[src/rtl/biq_pkg.sv]
package biq_pkg;

    localparam int CFG_IDX_W = 3;

    localparam logic [CFG_IDX_W-1:0] REG_GAIN    = 3'd0;
    localparam logic [CFG_IDX_W-1:0] REG_COEF_A0 = 3'd1;
    localparam logic [CFG_IDX_W-1:0] REG_COEF_A1 = 3'd2;
    localparam logic [CFG_IDX_W-1:0] REG_COEF_A2 = 3'd3;
    localparam logic [CFG_IDX_W-1:0] REG_COEF_B1 = 3'd4;
    localparam logic [CFG_IDX_W-1:0] REG_COEF_B2 = 3'd5;

    // multiplier operand select: the five taps, then the gain
    typedef enum logic [2:0] {
        SEL_A0   = 3'd0,
        SEL_A1   = 3'd1,
        SEL_A2   = 3'd2,
        SEL_B1   = 3'd3,
        SEL_B2   = 3'd4,
        SEL_GAIN = 3'd5
    } op_sel_t;

    typedef enum logic [4:0] {
        ST_IDLE = 5'b00001,
        ST_MUL  = 5'b00010,
        ST_LAST = 5'b00100,
        ST_GAIN = 5'b01000,
        ST_RND  = 5'b10000
    } biq_state_t;

    typedef struct packed {
        logic    clear_acc;
        logic    mul_en;
        op_sel_t sel;
        logic    acc_en;
    } mac_ctrl_t;

endpackage

[src/rtl/biq_ctrl.sv]
module biq_ctrl
    import biq_pkg::*;
(
    input  logic      clk,
    input  logic      rst_n,
    input  logic      in_valid,
    input  logic      out_busy,
    output logic      in_ready,
    output logic      done,
    output mac_ctrl_t ctrl
);

    biq_state_t state_reg;
    biq_state_t state_next;
    logic [2:0] cnt_reg;
    logic [2:0] cnt_next;

    always_ff @(posedge clk or negedge rst_n)
    begin
        if (!rst_n)
        begin
            state_reg <= ST_IDLE;
            cnt_reg   <= 3'd0;
        end
        else
        begin
            state_reg <= state_next;
            cnt_reg   <= cnt_next;
        end
    end

    always_comb
    begin
        state_next     = state_reg;
        cnt_next       = cnt_reg;
        in_ready       = 1'b0;
        done           = 1'b0;
        ctrl.clear_acc = 1'b0;
        ctrl.mul_en    = 1'b0;
        ctrl.sel       = op_sel_t'(cnt_reg);
        ctrl.acc_en    = 1'b0;
        case (state_reg)
            ST_IDLE:
            begin
                in_ready = 1'b1;
                cnt_next = 3'd0;
                if (in_valid)
                begin
                    ctrl.clear_acc = 1'b1;
                    state_next     = ST_MUL;
                end
            end
            ST_MUL:
            begin
                ctrl.mul_en = 1'b1;
                ctrl.acc_en = (cnt_reg != 3'd0);
                cnt_next    = cnt_reg + 3'd1;
                if (op_sel_t'(cnt_reg) == SEL_B2)
                begin
                    state_next = ST_LAST;
                end
            end
            ST_LAST:
            begin
                ctrl.acc_en = 1'b1;
                state_next  = ST_GAIN;
            end
            ST_GAIN:
            begin
                ctrl.mul_en = 1'b1;
                ctrl.sel    = SEL_GAIN;
                state_next  = ST_RND;
            end
            ST_RND:
            begin
                if (!out_busy)
                begin
                    done       = 1'b1;
                    state_next = ST_IDLE;
                end
            end
            default:
            begin
                state_next = ST_IDLE;
            end
        endcase
    end

endmodule

[src/rtl/biq_mac.sv]
module biq_mac
    import biq_pkg::*;
#(
    parameter int SAMPLE_WIDTH = 16,
    parameter int COEF_WIDTH   = 18
)
(
    input  logic                           clk,
    input  logic                           rst_n,
    input  mac_ctrl_t                      ctrl,
    input  logic signed [COEF_WIDTH-1:0]   gain,
    input  logic signed [COEF_WIDTH-1:0]   coef_a0,
    input  logic signed [COEF_WIDTH-1:0]   coef_a1,
    input  logic signed [COEF_WIDTH-1:0]   coef_a2,
    input  logic signed [COEF_WIDTH-1:0]   coef_b1,
    input  logic signed [COEF_WIDTH-1:0]   coef_b2,
    input  logic signed [SAMPLE_WIDTH-1:0] x0,
    input  logic signed [SAMPLE_WIDTH-1:0] x1,
    input  logic signed [SAMPLE_WIDTH-1:0] x2,
    input  logic signed [SAMPLE_WIDTH-1:0] y1,
    input  logic signed [SAMPLE_WIDTH-1:0] y2,
    output logic signed [SAMPLE_WIDTH-1:0] y_sat
);

    localparam int PROD_W = COEF_WIDTH + SAMPLE_WIDTH;
    localparam int PRE    = (PROD_W > 58) ? PROD_W - 58 : 0;
    localparam int TERM_W = PROD_W - PRE;
    localparam int SUM_W  = TERM_W + 3;
    localparam int R_RAW  = 2 * COEF_WIDTH + SAMPLE_WIDTH + 1 - PRE - 62;
    localparam int R      = (R_RAW > 0) ? R_RAW : 0;
    localparam int ACCS_W = SUM_W - R;
    localparam int S      = 2 * (COEF_WIDTH - 4) - PRE - R;
    localparam int GP_W   = ACCS_W + COEF_WIDTH;
    localparam int MA_W   = (ACCS_W > COEF_WIDTH) ? ACCS_W : COEF_WIDTH;
    localparam int MB_W   = (SAMPLE_WIDTH > COEF_WIDTH) ? SAMPLE_WIDTH : COEF_WIDTH;
    localparam int MP_W   = MA_W + MB_W;
    localparam int SH_W   = GP_W + 1 - S;
    localparam logic signed [GP_W:0] RND_HALF = (GP_W + 1)'(1) << (S - 1);
    localparam logic signed [SAMPLE_WIDTH-1:0] SAT_MAX = {1'b0, {(SAMPLE_WIDTH-1){1'b1}}};
    localparam logic signed [SAMPLE_WIDTH-1:0] SAT_MIN = {1'b1, {(SAMPLE_WIDTH-1){1'b0}}};

    logic signed [MA_W-1:0]   mul_a;
    logic signed [MB_W-1:0]   mul_b;
    logic signed [MP_W-1:0]   prod_reg;
    logic signed [MP_W-1:0]   prod_next;
    logic signed [SUM_W-1:0]  acc_reg;
    logic signed [SUM_W-1:0]  term;
    logic signed [ACCS_W-1:0] acc_shr;
    logic signed [GP_W-1:0]   gp;
    logic signed [GP_W:0]     rnd;
    logic signed [SH_W-1:0]   shifted;
    logic [SH_W-SAMPLE_WIDTH:0] upper;

    assign acc_shr = $signed(acc_reg[SUM_W-1:R]);

    always_comb
    begin
        mul_a = MA_W'(coef_a0);
        mul_b = MB_W'(x0);
        case (ctrl.sel)
            SEL_A0:
            begin
                mul_a = MA_W'(coef_a0);
                mul_b = MB_W'(x0);
            end
            SEL_A1:
            begin
                mul_a = MA_W'(coef_a1);
                mul_b = MB_W'(x1);
            end
            SEL_A2:
            begin
                mul_a = MA_W'(coef_a2);
                mul_b = MB_W'(x2);
            end
            SEL_B1:
            begin
                mul_a = MA_W'(coef_b1);
                mul_b = MB_W'(y1);
            end
            SEL_B2:
            begin
                mul_a = MA_W'(coef_b2);
                mul_b = MB_W'(y2);
            end
            SEL_GAIN:
            begin
                mul_a = MA_W'(acc_shr);
                mul_b = MB_W'(gain);
            end
            default:
            begin
                mul_a = MA_W'(coef_a0);
                mul_b = MB_W'(x0);
            end
        endcase
    end

    assign prod_next = mul_a * mul_b;
    assign term      = SUM_W'($signed(prod_reg[PROD_W-1:PRE]));

    always_ff @(posedge clk)
    begin
        if (ctrl.mul_en)
        begin
            prod_reg <= prod_next;
        end
    end

    always_ff @(posedge clk or negedge rst_n)
    begin
        if (!rst_n)
        begin
            acc_reg <= '0;
        end
        else if (ctrl.clear_acc)
        begin
            acc_reg <= '0;
        end
        else if (ctrl.acc_en)
        begin
            acc_reg <= acc_reg + term;
        end
    end

    // round half up, then saturate
    assign gp      = $signed(prod_reg[GP_W-1:0]);
    assign rnd     = (GP_W + 1)'(gp) + RND_HALF;
    assign shifted = $signed(rnd[GP_W:S]);
    assign upper   = shifted[SH_W-1:SAMPLE_WIDTH-1];

    always_comb
    begin
        if ((&upper) || !(|upper))
        begin
            y_sat = shifted[SAMPLE_WIDTH-1:0];
        end
        else if (shifted[SH_W-1])
        begin
            y_sat = SAT_MIN;
        end
        else
        begin
            y_sat = SAT_MAX;
        end
    end

endmodule

[src/rtl/biquad_iir_filter.sv]
// Second-order direct form I IIR section. Each request on the input
// channel carries one signed sample; one filtered, rounded and saturated
// sample comes back per request. A single shared multiplier forms the five
// tap products and then the gain product; in_ready is low from each
// accepted request until its result is registered, which waits while the
// output register still holds an earlier result for out_ready. The cfg
// port writes coefficients and gain (index 0 gain, 1..3 a0..a2, 4..5
// b1..b2); the user must do so only while the block is idle; not enforced.
// All terms are added, so subtractive feedback uses negative coefficients.
module biquad_iir_filter
    import biq_pkg::*;
#(
    parameter int SAMPLE_WIDTH = 16,
    parameter int COEF_WIDTH   = 18
)
(
    input  logic                           clk,
    input  logic                           rst_n,
    input  logic                           in_valid,
    output logic                           in_ready,
    input  logic signed [SAMPLE_WIDTH-1:0] sample_in,
    output logic                           out_valid,
    input  logic                           out_ready,
    output logic signed [SAMPLE_WIDTH-1:0] sample_out,
    input  logic                           cfg_valid,
    output logic                           cfg_ready,
    input  logic [CFG_IDX_W-1:0]           cfg_index,
    input  logic signed [COEF_WIDTH-1:0]   cfg_data
);

    localparam logic signed [COEF_WIDTH-1:0] ONE_Q = COEF_WIDTH'(1) << (COEF_WIDTH - 4);

    logic signed [COEF_WIDTH-1:0]   gain_reg;
    logic signed [COEF_WIDTH-1:0]   coef_a0_reg;
    logic signed [COEF_WIDTH-1:0]   coef_a1_reg;
    logic signed [COEF_WIDTH-1:0]   coef_a2_reg;
    logic signed [COEF_WIDTH-1:0]   coef_b1_reg;
    logic signed [COEF_WIDTH-1:0]   coef_b2_reg;
    logic signed [SAMPLE_WIDTH-1:0] x0_reg;
    logic signed [SAMPLE_WIDTH-1:0] x1_reg;
    logic signed [SAMPLE_WIDTH-1:0] x2_reg;
    logic signed [SAMPLE_WIDTH-1:0] y1_reg;
    logic signed [SAMPLE_WIDTH-1:0] y2_reg;
    logic signed [SAMPLE_WIDTH-1:0] out_data_reg;
    logic signed [SAMPLE_WIDTH-1:0] y_sat;
    logic                           out_valid_reg;
    logic                           out_busy;
    logic                           done;
    mac_ctrl_t                      ctrl;

    assign cfg_ready  = 1'b1;
    assign out_valid  = out_valid_reg;
    assign sample_out = out_data_reg;
    assign out_busy   = out_valid_reg && !out_ready;

    always_ff @(posedge clk or negedge rst_n)
    begin
        if (!rst_n)
        begin
            gain_reg    <= ONE_Q;
            coef_a0_reg <= ONE_Q;
            coef_a1_reg <= '0;
            coef_a2_reg <= '0;
            coef_b1_reg <= '0;
            coef_b2_reg <= '0;
        end
        else if (cfg_valid)
        begin
            case (cfg_index)
                REG_GAIN:    gain_reg    <= cfg_data;
                REG_COEF_A0: coef_a0_reg <= cfg_data;
                REG_COEF_A1: coef_a1_reg <= cfg_data;
                REG_COEF_A2: coef_a2_reg <= cfg_data;
                REG_COEF_B1: coef_b1_reg <= cfg_data;
                REG_COEF_B2: coef_b2_reg <= cfg_data;
                default:
                begin
                end
            endcase
        end
    end

    always_ff @(posedge clk)
    begin
        if (in_valid && in_ready)
        begin
            x0_reg <= sample_in;
        end
        if (done)
        begin
            out_data_reg <= y_sat;
        end
    end

    always_ff @(posedge clk or negedge rst_n)
    begin
        if (!rst_n)
        begin
            x1_reg        <= '0;
            x2_reg        <= '0;
            y1_reg        <= '0;
            y2_reg        <= '0;
            out_valid_reg <= 1'b0;
        end
        else
        begin
            if (done)
            begin
                x1_reg        <= x0_reg;
                x2_reg        <= x1_reg;
                y1_reg        <= y_sat;
                y2_reg        <= y1_reg;
                out_valid_reg <= 1'b1;
            end
            else if (out_valid_reg && out_ready)
            begin
                out_valid_reg <= 1'b0;
            end
        end
    end

    biq_ctrl u_ctrl (
        .clk      (clk),
        .rst_n    (rst_n),
        .in_valid (in_valid),
        .out_busy (out_busy),
        .in_ready (in_ready),
        .done     (done),
        .ctrl     (ctrl)
    );

    biq_mac #(
        .SAMPLE_WIDTH (SAMPLE_WIDTH),
        .COEF_WIDTH   (COEF_WIDTH)
    ) u_mac (
        .clk     (clk),
        .rst_n   (rst_n),
        .ctrl    (ctrl),
        .gain    (gain_reg),
        .coef_a0 (coef_a0_reg),
        .coef_a1 (coef_a1_reg),
        .coef_a2 (coef_a2_reg),
        .coef_b1 (coef_b1_reg),
        .coef_b2 (coef_b2_reg),
        .x0      (x0_reg),
        .x1      (x1_reg),
        .x2      (x2_reg),
        .y1      (y1_reg),
        .y2      (y2_reg),
        .y_sat   (y_sat)
    );

endmodule

[config.mk]
export PLATFORM = sky130hd
export DESIGN_NAME = biquad_iir_filter
export DESIGN_NICKNAME = d
export VERILOG_FILES = /design/src/rtl/biq_pkg.sv /design/src/rtl/biq_ctrl.sv /design/src/rtl/biq_mac.sv /design/src/rtl/biquad_iir_filter.sv
export SDC_FILE = /design/constraint.sdc
export NUM_CORES = 2
export LEC_CHECK = 0
export BUFFER_PORTS_ARGS = -buffer_cell sky130_fd_sc_hd__buf_2
export CAP_MARGIN = 20
export CORE_MARGIN = 1
export CORE_UTILIZATION = 60
export CTS_BUF_LIST = sky130_fd_sc_hd__clkbuf_4
export CTS_CLUSTER_DIAMETER = 60
export DETAILED_ROUTE_END_ITERATION = 7
export HOLD_SLACK_MARGIN = 0.12
export PLACE_DENSITY = 0.91
export SLEW_MARGIN = 20
export SYNTH_ARGS = -nofsm -noshare
export SYNTH_HDL_FRONTEND = slang
export SYNTH_SLANG_ARGS = --single-unit
[constraint.sdc]
create_clock -name clk -period 8.8 [get_ports clk]
set_input_delay 1.76 -clock clk [delete_from_list [all_inputs] [get_ports clk]]
set_output_delay 1.76 -clock clk [all_outputs]
set_load 0.02 [all_outputs]
# Word-level counts from Yosys, hierarchy flattened
# Cells that the tools add are included.
[classes]
add_sub_neg = 3
n_mul = 1
n_eq_ne = 19
mux = 21
n_reduce_logical = 21
[op_table]
columns = ["cell", "n"]
rows = [
  ["$pmux W37 S5", 1],
  ["$pmux W18 S5", 1],
  ["$mux W37", 2],
  ["$add A55 B29 Y56 const B", 1],
  ["$mul A37 B18 Y55", 1],
  ["$add A37 B34 Y37", 1],
  ["$mux W16", 2],
  ["$pmux W5 S5", 1],
  ["$eq A3 B3 Y1 const B", 5],
  ["$mux W5", 3],
  ["$reduce_and A13 Y1", 1],
  ["$reduce_or A13 Y1", 1],
  ["$eq A3 B2 Y1 const B", 4],
  ["$reduce_and A2 Y1", 6],
  ["$mux W1", 8],
  ["$eq A3 B1 Y1 const B", 2],
  ["$pmux W3 S2", 1],
  ["$reduce_bool A2 Y1", 3],
  ["$eq A5 B1 Y1 const B", 1],
  ["$eq A5 B2 Y1 const B", 1],
  ["$eq A5 B3 Y1 const B", 1],
  ["$eq A5 B4 Y1 const B", 1],
  ["$eq A5 B5 Y1 const B", 1],
  ["$ne A2 B2 Y1 const B", 2],
  ["other kinds (11)", 14],
]
[word_totals]
register_bits = 305
word_cells = 82

# Longest topological paths before layout
[depth]
ltp_word = 5
ltp_mapped = 34
ltp_nobuf = 32

# Hierarchy
# From an unflattened synthesis, not the netlist that was laid out.
[hier_totals]
hier_cells = 3998
area_unflattened_um2 = 38085.3
[modules_own_cells]
columns = ["module", "instances", "cells_per_inst", "area_each_um2", "seq_area_each_um2"]
rows = [
  ["biq_mac", 1, 3543, 30146.4, 2577.5],
  ["biquad_iir_filter", 1, 405, 7467.2, 5292.6],
  ["biq_ctrl", 1, 50, 471.7, 201.4],
]

# Worst setup path after synthesis
# No wires, ideal clock.
[synth_path]
path_type = "register -> register"
from = "reg u_ctrl.state_reg[1]"
to = "reg u_mac.prod_reg[48] (netlist: u_mac.gp[48]), data pin"
setup_time_ns = 0.258
arrival_time_ns = 8.286
t_required_ns = 8.542
setup_slack_ns = 0.256
stages_incl_launch_ff = 33
path_buffers = 4
period_less_slack_ns = 8.544
path_cell_list = "dfrtp_1 > or3_1 > nor3b_1 > a31o_2 > buf_2 > buf_2 > buf_1 > nand2_1 > a21oi_1 > clkbuf_1 > nand2_1 > fa_1 > inv_1 > fa_1 > inv_1 > fa_1 > inv_1 > fa_1 > fa_1 > inv_1 > fa_1 > inv_1 > ha_1 > a21oi_1 > o21ai_0 > a221o_1 > a211o_1 > o31ai_1 > o31a_1 > o21bai_1 > and3_1 > a31oi_1 > xnor2_1"
[synth_between]
elab_chain_len = 5
elab_cells_between_ends = 10
cone_classes = "mul (1); eq/ne (6); mux (3)"
[synth_lines]
columns = ["item", "line_no", "text"]
rows = [
  ["start: declaration", "biq_ctrl.sv:13", "biq_state_t state_reg;"],
  ["start signal: assignment", "biq_ctrl.sv:27", "state_reg <= state_next;"],
  ["$eq A5 B4 Y1 (*)", "biq_ctrl.sv:42", "case (state_reg)"],
  ["$mux W3 (*)", "biq_ctrl.sv:42", ""],
  ["$eq A3 B3 Y1 (tied with other cells)", "biq_mac.sv:60", "case (ctrl.sel)"],
  ["$pmux W37 S5 or $pmux W18 S5 (tied branches)", "biq_mac.sv:60", ""],
  ["$mul A37 B18 Y55 (*)", "biq_mac.sv:99", "assign prod_next = mul_a * mul_b;"],
  ["named net u_mac.prod_next[48]", "biq_mac.sv:45", "logic signed [MP_W-1:0] prod_next;"],
  ["end signal: assignment", "biq_mac.sv:106", "prod_reg <= prod_next;"],
  ["end: declaration", "biq_mac.sv:44", "logic signed [MP_W-1:0] prod_reg;"],
]
# The timed path passes the listed nets; every way through them passes the cells marked *.
# A chain may end at the register's enable or synchronous reset.

# Final worst setup path
[layout_path]
from = "reg u_ctrl.state_reg[1]"
to = "reg u_mac.prod_reg[54] (netlist: u_mac.gp[54]), data pin"
# The elaborated chain is that of the path after synthesis.

==> impl_metrics.toml <==
[yosys]
yosysSeqAreaShare = 0.218
ys.flop_type = "dfrtp_1"
synth-simple-area-share = 0.139
synth_top_family_by_area = "adder cells"
synthArstFlopShare = 0.715
synthXorXnorAreaFrac = 0.0227
synth_edf_count = 87
synth_cell_type_count = 79
yosys_warnings = 0
ys_seq_elements = 305
synth_compound_area_frac = 0.0829
yosys.area_share.adder = 0.400
syn_nets = 4817
syn_area_sq_um = 37100
synthMuxAreaShare = 0.0387
syn_inst = 3971
syn_avg_cell_area_sq_um = 9.33

[setup_path]
cpMostUsedCell = "fa_1"
worst-path-max-fanout = 16
cpPeakStageDelay_ns = 0.57
critPathKind = "reg2reg"
crit_slowest_cell = "fa_2"
cp.required_ns = 9.27
critPathCaptureType = "flop"
startpoint_type = "flop"
worstPathArrival_ns = 9.33

[clocking]
clkTransAtPathRegs_ns = 0.07
cts_made_buffers = 80
clockRootBuffer = "clkbuf_4"
insertion_delay_ns = 0.78
cts_buffer_depth = 3
cts_num_sinks = 305
cts_max_level = 3
cts_tree = "built"

[placement]
place.gp.congestion = 1.01
hpwl_mm = 86.4
io_buffers = 59

[global_routing]
met2_usage = 0.597
grt_pass1_wl_mm = 177
gr-usage-met3 = 0.109
grt_remaining_overflow = 0
grt_pass1_vias = 33153
antenna_found_initial = 5
busiest_layer = "met2"
grt_start_max_net_pins = 95
met1_usage = 0.420
grt_use_total = 0.368

[floorplan]
rows = 90
die_w_microns = 251
die_area_sq_um = 62800
core_area_sq_um = 60700
dieHeight_microns = 251
io_pins = 61
start_util = 0.611

[detailed_routing]
via_per_inst = 6.21
via_count = 31363
drtAntennaViolNets = 0
wl_per_cell_microns = 23.3
wl_mm = 117
drtPass1Iterations = 8
drt_iter0_drc = 4301
drc = 11

[sta]
max_freq_mhz = 113
min_period_ns = 8.85
hold_viol_final = 0
maxSlewHeadroom = 0.175
fin_hold_ws_ns = 0.482
fin_crit_sh = 1.01
setup_viol = 5
rsz0062_at_grt = "yes"
setup_ws_ns = -0.0531
slew_violations = 0
worst_slew_pin_slew_ns = 1.22
fin_skew_ns = 0.0604

[final_layout]
drive_above_1_share = 0.162
area_growth_pct = 13.0
fillCellCount = 3966
largest_reg_flops = 55
mostFrequentLayoutCells = "792 x inv_1, 752 x nand2_1, 618 x fa_1"
layout_commonest_cell = "inv_1"
fin_nets = 5045

[run]
maxCapViolations = 0

[worst_hold_path]
holdCritPathClass = "reg2reg"

[status]
outcome = "complete, but fails checks"
violations = "DRC, setup timing"
-- path summary, 6_finish.rpt --
kind                                                      start                           end  slack (ns)  cells past startpoint
max in group asynchronous                                 rst_n   coef_a1_reg[15]$_DFFE_PN0P_        6.37                      2
min in group asynchronous                                 rst_n  u_mac.acc_reg[5]$_DFFE_PN0P_        1.02                      1
worst max register to register  u_ctrl.state_reg[1]$_DFFE_PN0P_        u_mac.gp[54]$_DFFE_PP_       -0.05                     32
worst min register to register           y2_reg[12]$_DFFE_PN0P_        y2_reg[12]$_DFFE_PN0P_        0.48                      2
worst max-delay path            u_ctrl.state_reg[1]$_DFFE_PN0P_        u_mac.gp[54]$_DFFE_PP_       -0.05                     32
worst min-delay path                     y2_reg[12]$_DFFE_PN0P_        y2_reg[12]$_DFFE_PN0P_        0.48                      2
-- cells in the mapped netlist (37+ instances only) --
| cell | count | area (sq um) |
|---|---|---|
| and2_1 | 52 | 325 |
| mux2_2 | 123 | 1390 |
| o21ai_0 | 66 | 330 |
| nand3_1 | 37 | 185 |
| clkbuf_1 | 146 | 548 |
| a21oi_1 | 126 | 631 |
| nor2_1 | 224 | 841 |
| inv_1 | 794 | 2980 |
| dfrtp_1 | 215 | 5380 |
| xnor2_1 | 69 | 604 |
| fa_1 | 634 | 12700 |
| ha_1 | 170 | 2130 |
| o21a_1 | 56 | 420 |
| a21o_1 | 58 | 435 |
| nand2_1 | 754 | 2830 |
| edfxtp_1 | 87 | 2610 |
| nand4_1 | 39 | 244 |
-- cell type report --
class	count	area (sq um)	share of cell area
Multi-Input combinational cell	2700	26000	0.621
Timing Repair Buffer	317	2790	0.0666
Clock buffer	121	908	0.0217
Tap cell	782	978	0.0234
Clock inverter	22	146	0.00349
Inverter	795	2980	0.0712
Antenna cell	5	12.5	0.000299
Sequential cell	305	8070	0.193
-- routing by layer --
metal  routed length (microns)  up-vias
met3                     15600      779
met2                     54100     2379
met5                        28        -
met4                     10400        4
met1                     37400    15372
li1                          -    12829
-- timing repair --
action	4_1_cts	5_1_grt
pin swaps	3	53
setup endpoints to repair	14	17
hold buffers	0	0
setup buffers	2	25
gates cloned	0	3
resized for setup	26	80
-- worst max-delay path, delay by kind of cell (launching register included) --
| family | cells | cell delay [ns] |
|---|---|---|
| compound gates | 10 | 2.29 |
| xor+xnor | 1 | 0.07 |
| fa+ha+maj | 7 | 3.27 |
| buf+inv | 8 | 0.88 |
| flops | 1 | 0.39 |
| simple gates | 6 | 1.69 |
-- per-stage QoR --
step	util	instance area, sq um	std cells	TNS [ns]	worst slack, ns
after global placement	0.659	40000	4867	-0.487	-0.263
after global routing	0.690	41900	5044	-1.59	-0.256
after CTS	0.679	41200	5013	0	0.0185
after detailed placement	0.659	40000	4868	-2.76	-0.564
final	0.690	41900	5047	-0.195	-0.0531
after floorplan	-	37100	3971	0	0.256
-- kinds of logic (layout without fill, tap and decap cells) --
kind of cell	after synthesis	after routing
simple gates	1213	1213
other cells	1	6
fa+ha+maj	804	804
buf+inv	966	1255
compound gates	458	458
mux	128	128
xor+xnor	96	96
flops	305	305
Power is left out: the tool's default activity adds up to more than one toggle a clock period on the data nets, which glitch-free logic cannot reach.
